[src/sv/ysc_pkg.sv]
// ysc_pkg: shared types and constants for the ymodem sender controller
// used by ysc_blk_plan and ymodem_sender_controller, depends on nothing

`default_nettype none

package ysc_pkg;

  localparam int OFF_W     = 24;
  localparam int LEN_W     = 11;
  localparam int BLK_W     = 8;
  localparam int LIMIT_W   = 8;
  localparam int CFG_IDX_W = 2;
  localparam int CFG_W     = 24;
  localparam int IN_DATA_W  = 16;
  localparam int OUT_DATA_W = 48;

  localparam logic [LEN_W-1:0] LONG_BLOCK_BYTES  = LEN_W'(1024);
  localparam logic [LEN_W-1:0] SHORT_BLOCK_BYTES = LEN_W'(128);
  localparam logic [BLK_W-1:0] FIRST_BLOCK       = BLK_W'(8'h01);
  localparam logic [LIMIT_W-1:0] DEFAULT_TIMEOUT = LIMIT_W'(15);

  localparam logic [7:0] BYTE_C   = 8'h43;
  localparam logic [7:0] BYTE_ACK = 8'h06;
  localparam logic [7:0] BYTE_NAK = 8'h15;
  localparam logic [7:0] BYTE_CAN = 8'h18;

  localparam logic [CFG_IDX_W-1:0] REG_ENABLE   = 2'd0;
  localparam logic [CFG_IDX_W-1:0] REG_XFER_LEN = 2'd1;
  localparam logic [CFG_IDX_W-1:0] REG_TIMEOUT  = 2'd2;

  typedef enum logic [2:0] {
    ACT_NONE      = 3'd0,
    ACT_HEADER    = 3'd1,
    ACT_DATA      = 3'd2,
    ACT_EOT       = 3'd3,
    ACT_NULL_PKT  = 3'd4,
    ACT_DONE      = 3'd5,
    ACT_CANCELLED = 3'd6,
    ACT_GAVE_UP   = 3'd7
  } action_t;

  typedef struct packed {
    logic [BLK_W-1:0] blk_num;
    logic [OFF_W-1:0] offset;
    logic [LEN_W-1:0] length;
    logic             long_frame;
    logic [OFF_W-1:0] nxt_offset;
    logic [BLK_W-1:0] nxt_block;
  } blk_plan_t;

endpackage

`default_nettype wire

[src/sv/ysc_blk_plan.sv]
// ysc_blk_plan: works out the next data block (number, offset, length, frame)
// for a fresh send or a resend; depends on ysc_pkg

`default_nettype none

module ysc_blk_plan (
  input  wire logic                      resend,
  input  wire logic [ysc_pkg::OFF_W-1:0] xfer_len,
  input  wire logic [ysc_pkg::OFF_W-1:0] next_offset,
  input  wire logic [ysc_pkg::OFF_W-1:0] last_offset,
  input  wire logic [ysc_pkg::BLK_W-1:0] next_block,
  output ysc_pkg::blk_plan_t             plan
);
  import ysc_pkg::*;

  logic [OFF_W-1:0] off;
  logic [BLK_W-1:0] blk;
  logic [OFF_W:0]   rem;
  logic             fs_gt;
  logic             rem_big;
  logic [OFF_W-1:0] off_long;
  logic [LEN_W-1:0] len;
  logic             first_send;

  assign first_send = (next_block == FIRST_BLOCK) && (next_offset == '0);
  assign off = resend ? last_offset : next_offset;
  assign blk = (resend && !first_send) ? next_block - BLK_W'(1) : next_block;

  assign rem      = {1'b0, xfer_len} - {1'b0, off};
  assign fs_gt    = !rem[OFF_W] && (rem[OFF_W-1:0] != '0);
  assign rem_big  = rem[OFF_W-1:0] > OFF_W'(LONG_BLOCK_BYTES);
  assign off_long = off + OFF_W'(LONG_BLOCK_BYTES);

  always_comb begin
    if (!fs_gt) begin
      len = '0;
    end else if (rem_big) begin
      len = LONG_BLOCK_BYTES;
    end else begin
      len = rem[LEN_W-1:0];
    end
  end

  always_comb begin
    plan.blk_num    = blk;
    plan.offset     = off;
    plan.length     = len;
    plan.long_frame = len >= SHORT_BLOCK_BYTES;
    plan.nxt_block  = blk + BLK_W'(1);
    if (!fs_gt) begin
      plan.nxt_offset = off;
    end else if (rem_big) begin
      plan.nxt_offset = off_long;
    end else begin
      plan.nxt_offset = xfer_len;
    end
  end

endmodule

`default_nettype wire

[src/sv/ymodem_sender_controller.sv]
// ymodem_sender_controller: sender side of ymodem, one action per reply byte or idle tick
// depends on ysc_pkg and ysc_blk_plan
//
//  channel  dir  tdata                                 tuser
//  in_      in   [7:0] response_byte [8] first_in_chunk [0] kind
//  out_     out  [7:0] block_number [31:8] block_offset [2:0] action
//                [42:32] block_length [43] long_frame
//  cfg_     in   write only: cfg_we, cfg_index, cfg_wdata
//
// one transaction per cycle sustained while out_tready is high
// the input register feeds the phase logic, which loads the result register
// in_tready follows the result register: a stall holds both stages
// rst_n is synchronous, active low; clears phase, counters and valids

`default_nettype none

module ymodem_sender_controller (
  input  wire logic                           clk,
  input  wire logic                           rst_n,
  input  wire logic                           in_tvalid,
  output wire logic                           in_tready,
  input  wire logic [ysc_pkg::IN_DATA_W-1:0]  in_tdata,   // response_byte, first_in_chunk
  input  wire logic                           in_tuser,   // kind
  output wire logic                           out_tvalid,
  input  wire logic                           out_tready,
  output wire logic [ysc_pkg::OUT_DATA_W-1:0] out_tdata,  // number, offset, length, long_frame
  output wire logic [2:0]                     out_tuser,  // action
  input  wire logic                           cfg_we,
  input  wire logic [ysc_pkg::CFG_IDX_W-1:0]  cfg_index,
  input  wire logic [ysc_pkg::CFG_W-1:0]      cfg_wdata
);
  import ysc_pkg::*;

  typedef enum logic [3:0] {
    PH_WAIT_C      = 4'd0,
    PH_HEADER      = 4'd1,
    PH_DATA        = 4'd2,
    PH_EOT_SENT    = 4'd3,
    PH_EOT_CONFIRM = 4'd4,
    PH_CLOSING     = 4'd5,
    PH_DONE        = 4'd6,
    PH_CANCELLED   = 4'd7,
    PH_GAVE_UP     = 4'd8
  } phase_t;

  // config
  logic               enable_r;
  logic [OFF_W-1:0]   xfer_len_r;
  logic [LIMIT_W-1:0] limit_r;

  // input stage
  logic       s1_valid_r;
  logic       s1_kind_r;
  logic [7:0] s1_byte_r;
  logic       s1_first_r;
  logic       adv;

  // protocol state
  phase_t             phase_r, phase_nxt;
  logic               hdr_acked_r, hdr_acked_nxt;
  logic               eot_acked_r, eot_acked_nxt;
  logic               blk_acked_r, blk_acked_nxt;
  logic [OFF_W-1:0]   next_off_r, next_off_nxt;
  logic [OFF_W-1:0]   last_off_r, last_off_nxt;
  logic [BLK_W-1:0]   next_blk_r, next_blk_nxt;
  logic [LIMIT_W-1:0] idle_r, idle_nxt;
  logic               chunk_r, chunk_nxt;

  // result
  logic             out_valid_r;
  action_t          act_r, act_nxt;
  logic [BLK_W-1:0] res_blk_r, res_blk_nxt;
  logic [OFF_W-1:0] res_off_r, res_off_nxt;
  logic [LEN_W-1:0] res_len_r, res_len_nxt;
  logic             res_long_r, res_long_nxt;

  logic      resend;
  logic      sig;
  blk_plan_t plan;

  assign adv       = s1_valid_r && (!out_valid_r || out_tready);
  assign in_tready = !s1_valid_r || adv;

  assign resend = !(blk_acked_r || (s1_byte_r == BYTE_ACK));

  ysc_blk_plan u_plan (
    .resend      (resend),
    .xfer_len    (xfer_len_r),
    .next_offset (next_off_r),
    .last_offset (last_off_r),
    .next_block  (next_blk_r),
    .plan        (plan)
  );

  always_comb begin
    phase_nxt     = phase_r;
    hdr_acked_nxt = hdr_acked_r;
    eot_acked_nxt = eot_acked_r;
    blk_acked_nxt = blk_acked_r;
    next_off_nxt  = next_off_r;
    last_off_nxt  = last_off_r;
    next_blk_nxt  = next_blk_r;
    idle_nxt      = idle_r;
    chunk_nxt     = chunk_r;
    act_nxt       = ACT_NONE;
    res_blk_nxt   = '0;
    res_off_nxt   = '0;
    res_len_nxt   = '0;
    res_long_nxt  = 1'b0;
    sig           = 1'b0;
    if (phase_r == PH_WAIT_C || phase_r == PH_HEADER || phase_r == PH_DATA ||
        phase_r == PH_EOT_SENT || phase_r == PH_EOT_CONFIRM || phase_r == PH_CLOSING) begin
      if (s1_kind_r) begin
        if (idle_r >= limit_r) begin
          phase_nxt = PH_GAVE_UP;
          act_nxt   = ACT_GAVE_UP;
        end else begin
          idle_nxt = idle_r + LIMIT_W'(1);
        end
      end else if (!enable_r) begin
        chunk_nxt = 1'b0;
      end else if (s1_first_r || chunk_r) begin
        unique case (phase_r)
          PH_WAIT_C: begin
            hdr_acked_nxt = 1'b0;
            eot_acked_nxt = 1'b0;
            if (s1_byte_r == BYTE_C) begin
              phase_nxt = PH_HEADER;
              sig       = 1'b1;
            end else if (s1_byte_r == BYTE_CAN) begin
              phase_nxt = PH_CANCELLED;
              sig       = 1'b1;
            end
          end
          PH_HEADER: begin
            if (s1_byte_r == BYTE_ACK) begin
              hdr_acked_nxt = 1'b1;
            end else if (s1_byte_r == BYTE_C) begin
              if (hdr_acked_r) begin
                hdr_acked_nxt = 1'b0;
                phase_nxt     = PH_DATA;
                sig           = 1'b1;
              end
            end else if (s1_byte_r == BYTE_CAN) begin
              phase_nxt = PH_CANCELLED;
              sig       = 1'b1;
            end
          end
          PH_DATA: begin
            if (s1_byte_r == BYTE_ACK) begin
              blk_acked_nxt = 1'b1;
              sig           = 1'b1;
            end else if (s1_byte_r == BYTE_NAK) begin
              sig = 1'b1;
            end else if (s1_byte_r == BYTE_CAN) begin
              phase_nxt = PH_CANCELLED;
              sig       = 1'b1;
            end
          end
          PH_EOT_SENT: begin
            if (s1_byte_r == BYTE_NAK) begin
              phase_nxt = PH_EOT_CONFIRM;
              sig       = 1'b1;
            end else if (s1_byte_r == BYTE_CAN) begin
              phase_nxt = PH_CANCELLED;
              sig       = 1'b1;
            end
          end
          PH_EOT_CONFIRM: begin
            if (s1_byte_r == BYTE_ACK) begin
              eot_acked_nxt = 1'b1;
            end else if (s1_byte_r == BYTE_C) begin
              if (eot_acked_r) begin
                eot_acked_nxt = 1'b0;
                phase_nxt     = PH_CLOSING;
                sig           = 1'b1;
              end
            end else if (s1_byte_r == BYTE_NAK) begin
              sig = 1'b1;
            end else if (s1_byte_r == BYTE_CAN) begin
              phase_nxt = PH_CANCELLED;
              sig       = 1'b1;
            end
          end
          default: begin
            if (s1_byte_r == BYTE_ACK) begin
              phase_nxt = PH_DONE;
              sig       = 1'b1;
            end else if (s1_byte_r == BYTE_NAK) begin
              sig = 1'b1;
            end else if (s1_byte_r == BYTE_CAN) begin
              phase_nxt = PH_CANCELLED;
              sig       = 1'b1;
            end
          end
        endcase
        chunk_nxt = !sig && (phase_nxt == PH_HEADER || phase_nxt == PH_EOT_CONFIRM);
        if (sig) begin
          idle_nxt = '0;
          unique case (phase_nxt)
            PH_HEADER:      act_nxt = ACT_HEADER;
            PH_DATA: begin
              if (!blk_acked_nxt || next_off_r < xfer_len_r) begin
                blk_acked_nxt = 1'b0;
                act_nxt       = ACT_DATA;
                res_blk_nxt   = plan.blk_num;
                res_off_nxt   = plan.offset;
                res_len_nxt   = plan.length;
                res_long_nxt  = plan.long_frame;
                last_off_nxt  = plan.offset;
                next_off_nxt  = plan.nxt_offset;
                next_blk_nxt  = plan.nxt_block;
              end else begin
                phase_nxt = PH_EOT_SENT;
                act_nxt   = ACT_EOT;
              end
            end
            PH_EOT_CONFIRM: act_nxt = ACT_EOT;
            PH_CLOSING:     act_nxt = ACT_NULL_PKT;
            PH_DONE:        act_nxt = ACT_DONE;
            PH_CANCELLED:   act_nxt = ACT_CANCELLED;
            default:        act_nxt = ACT_NONE;
          endcase
        end
      end
    end
  end

  always_ff @(posedge clk) begin
    if (!rst_n) begin
      enable_r    <= 1'b1;
      xfer_len_r  <= '0;
      limit_r     <= DEFAULT_TIMEOUT;
      s1_valid_r  <= 1'b0;
      out_valid_r <= 1'b0;
      phase_r     <= PH_WAIT_C;
      hdr_acked_r <= 1'b0;
      eot_acked_r <= 1'b0;
      blk_acked_r <= 1'b0;
      next_off_r  <= '0;
      last_off_r  <= '0;
      next_blk_r  <= FIRST_BLOCK;
      idle_r      <= '0;
      chunk_r     <= 1'b0;
    end else begin
      if (cfg_we) begin
        unique case (cfg_index)
          REG_ENABLE:   enable_r   <= cfg_wdata[0];
          REG_XFER_LEN: xfer_len_r <= cfg_wdata[OFF_W-1:0];
          REG_TIMEOUT:  limit_r    <= cfg_wdata[LIMIT_W-1:0];
          default: ;
        endcase
      end
      if (in_tvalid && in_tready) begin
        s1_valid_r <= 1'b1;
      end else if (adv) begin
        s1_valid_r <= 1'b0;
      end
      if (adv) begin
        out_valid_r <= 1'b1;
        phase_r     <= phase_nxt;
        hdr_acked_r <= hdr_acked_nxt;
        eot_acked_r <= eot_acked_nxt;
        blk_acked_r <= blk_acked_nxt;
        next_off_r  <= next_off_nxt;
        last_off_r  <= last_off_nxt;
        next_blk_r  <= next_blk_nxt;
        idle_r      <= idle_nxt;
        chunk_r     <= chunk_nxt;
      end else if (out_tready) begin
        out_valid_r <= 1'b0;
      end
    end
  end

  // payload registers
  always_ff @(posedge clk) begin
    if (in_tvalid && in_tready) begin
      s1_kind_r  <= in_tuser;
      s1_byte_r  <= in_tdata[7:0];
      s1_first_r <= in_tdata[8];
    end
    if (adv) begin
      act_r      <= act_nxt;
      res_blk_r  <= res_blk_nxt;
      res_off_r  <= res_off_nxt;
      res_len_r  <= res_len_nxt;
      res_long_r <= res_long_nxt;
    end
  end

  assign out_tvalid = out_valid_r;
  assign out_tuser  = act_r;
  assign out_tdata  = {4'b0000, res_long_r, res_len_r, res_off_r, res_blk_r};

endmodule

`default_nettype wire
[config.mk]
export PLATFORM = sky130hd
export DESIGN_NAME = ymodem_sender_controller
export DESIGN_NICKNAME = d
export VERILOG_FILES = /design/src/sv/ysc_pkg.sv /design/src/sv/ysc_blk_plan.sv /design/src/sv/ymodem_sender_controller.sv
export SDC_FILE = /design/constraint.sdc
export NUM_CORES = 1
export LEC_CHECK = 0
export BUFFER_PORTS_ARGS = -buffer_cell sky130_fd_sc_hd__buf_2
export CORE_MARGIN = 2
export CORE_UTILIZATION = 56
export CTS_BUF_LIST = sky130_fd_sc_hd__clkbuf_8
export DETAILED_ROUTE_END_ITERATION = 6
export PLACE_DENSITY = 0.88
export SLEW_MARGIN = 20
export SYNTH_ARGS = -nofsm -noshare
export SYNTH_HDL_FRONTEND = slang
export SYNTH_SLANG_ARGS = --single-unit
[constraint.sdc]
create_clock -name clk -period 6.8 [get_ports clk]
set_input_delay 0.68 -clock clk [delete_from_list [all_inputs] [get_ports clk]]
set_output_delay 0.68 -clock clk [all_outputs]
set_load 0.03 [all_outputs]
== After elaboration in Yosys (flattened, before gate mapping) ==
Index checks and enable logic that the tools add are counted.
Word-level totals
  register bits: 164
  memory bits (read-only): 0
  memories: 0
  logic and storage cells: 183
  latch bits: 0
  input bits: 48
  memory bits (writable): 0
Operators by class
  multiply operators: 0
  mux-type cells: 76
  bitwise logic cells: 7
  order comparisons: 4
  equal/unequal tests: 23
  reduce and logical (&&, ||, !) cells: 46
  $add $sub $neg: 5
  divide/modulo/power cells: 0
  shifts and indexed selects: 0
Operators by type and width (number)
  two-way mux 4 bit: 23
  two-way mux 24 bit: 3
  two-way mux 8 bit: 6
  two-way mux 1 bit: 32
  subtractor 24 x 24 -> 25 bit: 1
  adder 24 x 11 -> 24 bit, second input constant: 1
  equality test 4 x 3 -> 1 bit, second input constant: 6
  > comparator 24 x 11 -> 1 bit, second input constant: 1
  zero test 24 bit: 1
  < comparator 24 bit: 1
  nonzero test 24 bit: 1
  two-way mux 11 bit: 2
  case mux 4 bit (5 select lines): 1
  case mux 3 bit (6 select lines): 1
  adder 8 x 1 -> 8 bit, second input constant: 2
  equality test 8 x 5 -> 1 bit, second input constant: 2
  two-way mux 3 bit: 5
  AND reduction 7 bit: 2
  nonzero test 2 bit: 7
  equality test 4 x 2 -> 1 bit, second input constant: 3
  greater-or-equal comparator 11 x 8 -> 1 bit, second input constant: 1
  logical OR 1 bit: 11
  AND reduction 5 bit: 2
  equality test 4 x 1 -> 1 bit, second input constant: 2
  22 further kinds: 44

== Longest topological paths before layout ==
  word-level depth: 16
  gate-level depth with buffers: 27

== Cells and area by module ==
Synthesis repeated with hierarchy kept, for this count alone.
Second synthesis, totals
  cell total of the unflattened synthesis: 1240
  area total of the unflattened synthesis: 10716.5 um2
Modules (own cells, without submodules)
  ymodem_sender_controller: area each 7688.6 um2, cells an instance 777, times used 1
  ysc_blk_plan: area each 3027.9 um2, cells an instance 463, times used 1

== Worst setup path after synthesis ==
No wires, ideal clock.
  path kind: flip-flop to flip-flop
  from: reg s1_byte_r[4]
  to: reg res_len_r[5], data pin
  slack: 0.146 ns
  arrival: 6.524 ns
  library setup time: 0.130 ns
  clock period less this slack: 6.654 ns
  stages on the path, launching flop included: 27
  buffers on the path: 8
  cells stage by stage: edfxtp_1 > or4b_1 > buf_6 > o21ai_4 > buf_6 > buf_6 > buf_2 > buf_1 > buf_2 > mux2i_1 > inv_1 > ha_1 > inv_1 > ha_1 > a2111oi_0 > a211oi_1 > a2111oi_2 > o31a_1 > nor3_1 > or4_1 > o2bb2a_1 > nand4_1 > or2_0 > clkbuf_1 > or4_1 > buf_2 > o21ba_1
RTL lines
  start, declared: line ymodem_sender_controller.sv:54  | logic [7:0] s1_byte_r;
  start signal, assigned: line ymodem_sender_controller.sv:280  | s1_byte_r <= in_tdata[7:0];
  end signal, assigned: line ymodem_sender_controller.sv:287  | res_len_r <= res_len_nxt;
  end, declared: line ymodem_sender_controller.sv:74  | logic [LEN_W-1:0] res_len_r, res_len_nxt;

== Worst setup path after layout ==
  from: reg s1_byte_r[5]
  to: reg next_off_r[19]
Between the ends
  longest elaborated chain between the ends: 12
  elaborated cells between the ends (all ways): 52
RTL lines
  branches (longest 12 deep; another with subtractor 24 x 24 -> 25 bit)
  end signal, assigned: line ymodem_sender_controller.sv:265  | next_off_r <= next_off_nxt;
  end, declared: line ymodem_sender_controller.sv:63  | logic [OFF_W-1:0] next_off_r, next_off_nxt;
Parallel ways; which one is timed is not known. The select of a mux whose other input is x is not followed.
A chain may end at the register's enable or synchronous reset.

==> out/metrics.cfg <==
[setup_path]
worstPathCellList = or4b_1, o21ai_4, buf_12, mux2i_1, ha_1, and3_1, a221o_1, o41ai_1, mux2i_1, o211ai_1, or3_1, a221oi_2, nand4_4, nor3b_2, buf_4, nor3_2, a2111oi_1, a22o_1
cpPeakStageDelay_ps = 770
cp_slowest_cell = or4b_1
cp.required_ps = 7240
worst_ep_arrival_time_ps = 6890
worstSetupPathType = reg -> reg
cp_max_fo = 37
ff2ff_setup_slack_ps = 350
cp_common_cell = mux2i_1
cp-end-kind = flop
cp-start-kind = flop

[logic_synthesis]
yosysTopAreaCellShare_pct = 19.3
yosys_warnings = 0
seq_area_frac_synth_pct = 34.8
synth.avg_cell_area_um2 = 8.58
ys.flop_type = dfxtp_1
yosys.area.top_type = dfxtp_1
synth_cells = 1292
synth_cell_type_count = 91
synth_edf_count = 57
synthTopCellsByArea = dfxtp_1, edfxtp_1, ha_1, nand2_1, mux2i_1
ys_seq_elements = 164
ys_async_sr_fraction_pct = 0
syn_area_um2 = 11100

[sta]
fmax_ghz = 0.155
fin_setup_tns_ps = 0
final.setup.worst_slack_ps = 348
post-route-period-util_pct = 94.9
rsz0062_at_grt = no
fin_crit_ps = 6450
relSlewSlack_pct = 33.7
setup_viol = 0
finClkSkew_ps = 15.6
tightest_slew_ps = 994
hold_violations = 0
slew_violations = 0

[floorplanning]
rows = 51
io_pins = 101
die_h_um = 145
initial_utilization_pct = 57.0
core-area_um2 = 19500
die_w_um = 145
fp.dieArea_um2 = 20900

[power_and_ir_drop]
intPower_mw = 1.50
finalPower_mw = 2.22
swShare_pct = 32.6
clkPwrFrac_pct = 34.0
vdd_drop_max_mv = 0.129
switchingPower_mw = 0.726
pwr-share-comb_pct = 18.9
power_density_nw_per_um2 = 183
p_seq_share_pct = 47.1
p_leak_nw = 5.09

[cts]
numCtsBuffers = 17
post-cts-setup-buffers = 0
ctsResizeCount = 0
cts_tree = built
path_clk_slew_ps = 100
postCtsHoldBufs = 0
cts-root-buf = clkbuf_8
cts_buffer_depth = 2
clkLatencyLatePin_ps = 490
htree_levels = 4
cts_sinks = 164

[place]
port_buffers = 89
hpwl_um = 21900
post-place-ws_ps = 548
gp_congestion = 0.995

[route]
vias = 10300
post-route-drc-count = 0
vias_per_cell = 6.32
avgRoutedWirePerCell_um = 18.6
dr.pass1.iters = 6
wl_um = 30300
postRouteAntennaNets = 0
drtIter0Drc = 1474

[run_status]
status = completed

[flow_run]
maxCapViolations = 0

[layout]
drive_gt1_share_pct = 13.7
nets = 1453
final_core_util_pct = 62.5
antennaDiodeCount = 0
area_delta_synth_final_pct = 9.75

[min_path]
hold_path.class = in -> reg

[grt]
grt_pass1_vias = 9327
antenna_found_initial = 0
track_usage_pct = 29.1
grt_first_pass_wirelength_um = 48000
grt_max_degree = 97
grt-ovfl-total = 0

## Yosys cell counts (13+ instances only)
| cell type | instances |
|---|---|
| edfxtp_1 | 57 |
| clkbuf_1 | 56 |
| a21boi_0 | 30 |
| dfxtp_1 | 107 |
| nand2_1 | 150 |
| inv_1 | 60 |
| o31ai_1 | 15 |
| a31oi_1 | 13 |
| nor4_1 | 13 |
| nor2b_1 | 36 |
| nor3_1 | 29 |
| mux2i_1 | 56 |
| a211oi_1 | 13 |
| and2_1 | 15 |
| o21ai_0 | 41 |
| ha_1 | 52 |
| nand4_1 | 22 |
| a21oi_1 | 68 |
| and3_1 | 20 |
| nor2_1 | 99 |
| a21o_1 | 51 |
| o211a_1 | 23 |
| o211ai_1 | 14 |
| nand3_1 | 22 |
| xnor2_1 | 31 |
## routing by layer
layer	GRT usage, %	part of all wire, %	wire [µm]
met1	40.6	43	13200
met3	5.17	9.4	2840
met2	45.5	44	13400
met5	0	0	0
met4	10.1	3.1	952
## cells by family (layout without fill, tap and decap cells)
family | Yosys count | count (layout) | share of synthesized area [%]
buffers and inverters | 137 | 208 | 5.31
multiplexers | 65 | 65 | 5.99
other | 1 | 4 | 0.0338
flip-flops | 164 | 164 | 34.8
XOR/XNOR | 42 | 42 | 3.32
adder cells (fa/ha/maj) | 54 | 54 | 6.07
AND/OR/NAND/NOR | 476 | 476 | 21.7
AO/OA/AOI/OAI | 353 | 353 | 22.8
## through the flow
stage	hold slack, ps	instances	area [µm²]
floorplan	442	1295	11100
global placement	464	1598	11700
detailed placement	477	1598	11700
CTS	336	1630	12200
global route	339	1631	12200
finish	355	1631	12200
## placed cells by master (no fill, tap or decap), drive strengths merged, types with 51 or more instances in the layout
cell type / instances
nand2: 150
buf: 116
dfxtp: 107
nor2: 99
a21oi: 72
inv: 72
edfxtp: 57
mux2i: 57
ha: 52
a21o: 51
## layout make-up
| cell class | instances | area, µm² |
|---|---|---|
| fill | 1630 | 7290 |
| clock buffer | 17 | 234 |
| inverter | 60 | 225 |
| multi-input combinational | 994 | 6680 |
| sequential | 164 | 3850 |
| clock inverter | 15 | 180 |
| timing repair buffer | 116 | 668 |
| tap | 265 | 332 |
## worst max-delay path, delay by kind of cell (launching register included)
family / cells / cell delay, ps
buf+inv: 2 / 510
compound gates: 7 / 2310
simple gates: 6 / 1890
fa+ha+maj: 1 / 420
mux: 2 / 790
flops: 1 / 440
## flip-flops by register name (all words and copies together), names as in the netlist, 11 cells and up
signal      cells
next_off_r     24
res_off_r      24
res_len_r      11
last_off_r     24
xfer_len_r     24
## path summary, 6_finish.rpt
path                      from              to  cells after the start
setup reg to reg  s1_byte_r[5]  next_off_r[19]                     18
hold reg to reg     limit_r[0]      limit_r[0]                      2
setup / recovery  s1_byte_r[5]  next_off_r[19]                     18
hold / removal     in_tdata[2]    s1_byte_r[2]                      1
## power by group through the flow
stage	Sequential, mW	Clock (mW)	Combinational (mW)
finish	1.05	0.756	0.421
global route	1.05	0.799	0.450
CTS	1.05	0.763	0.408
detailed placement	1.07	0	0.405
global placement	1.07	0	0.400
floorplan	1.08	0	0.282
Power figures use the tool's default switching activity.
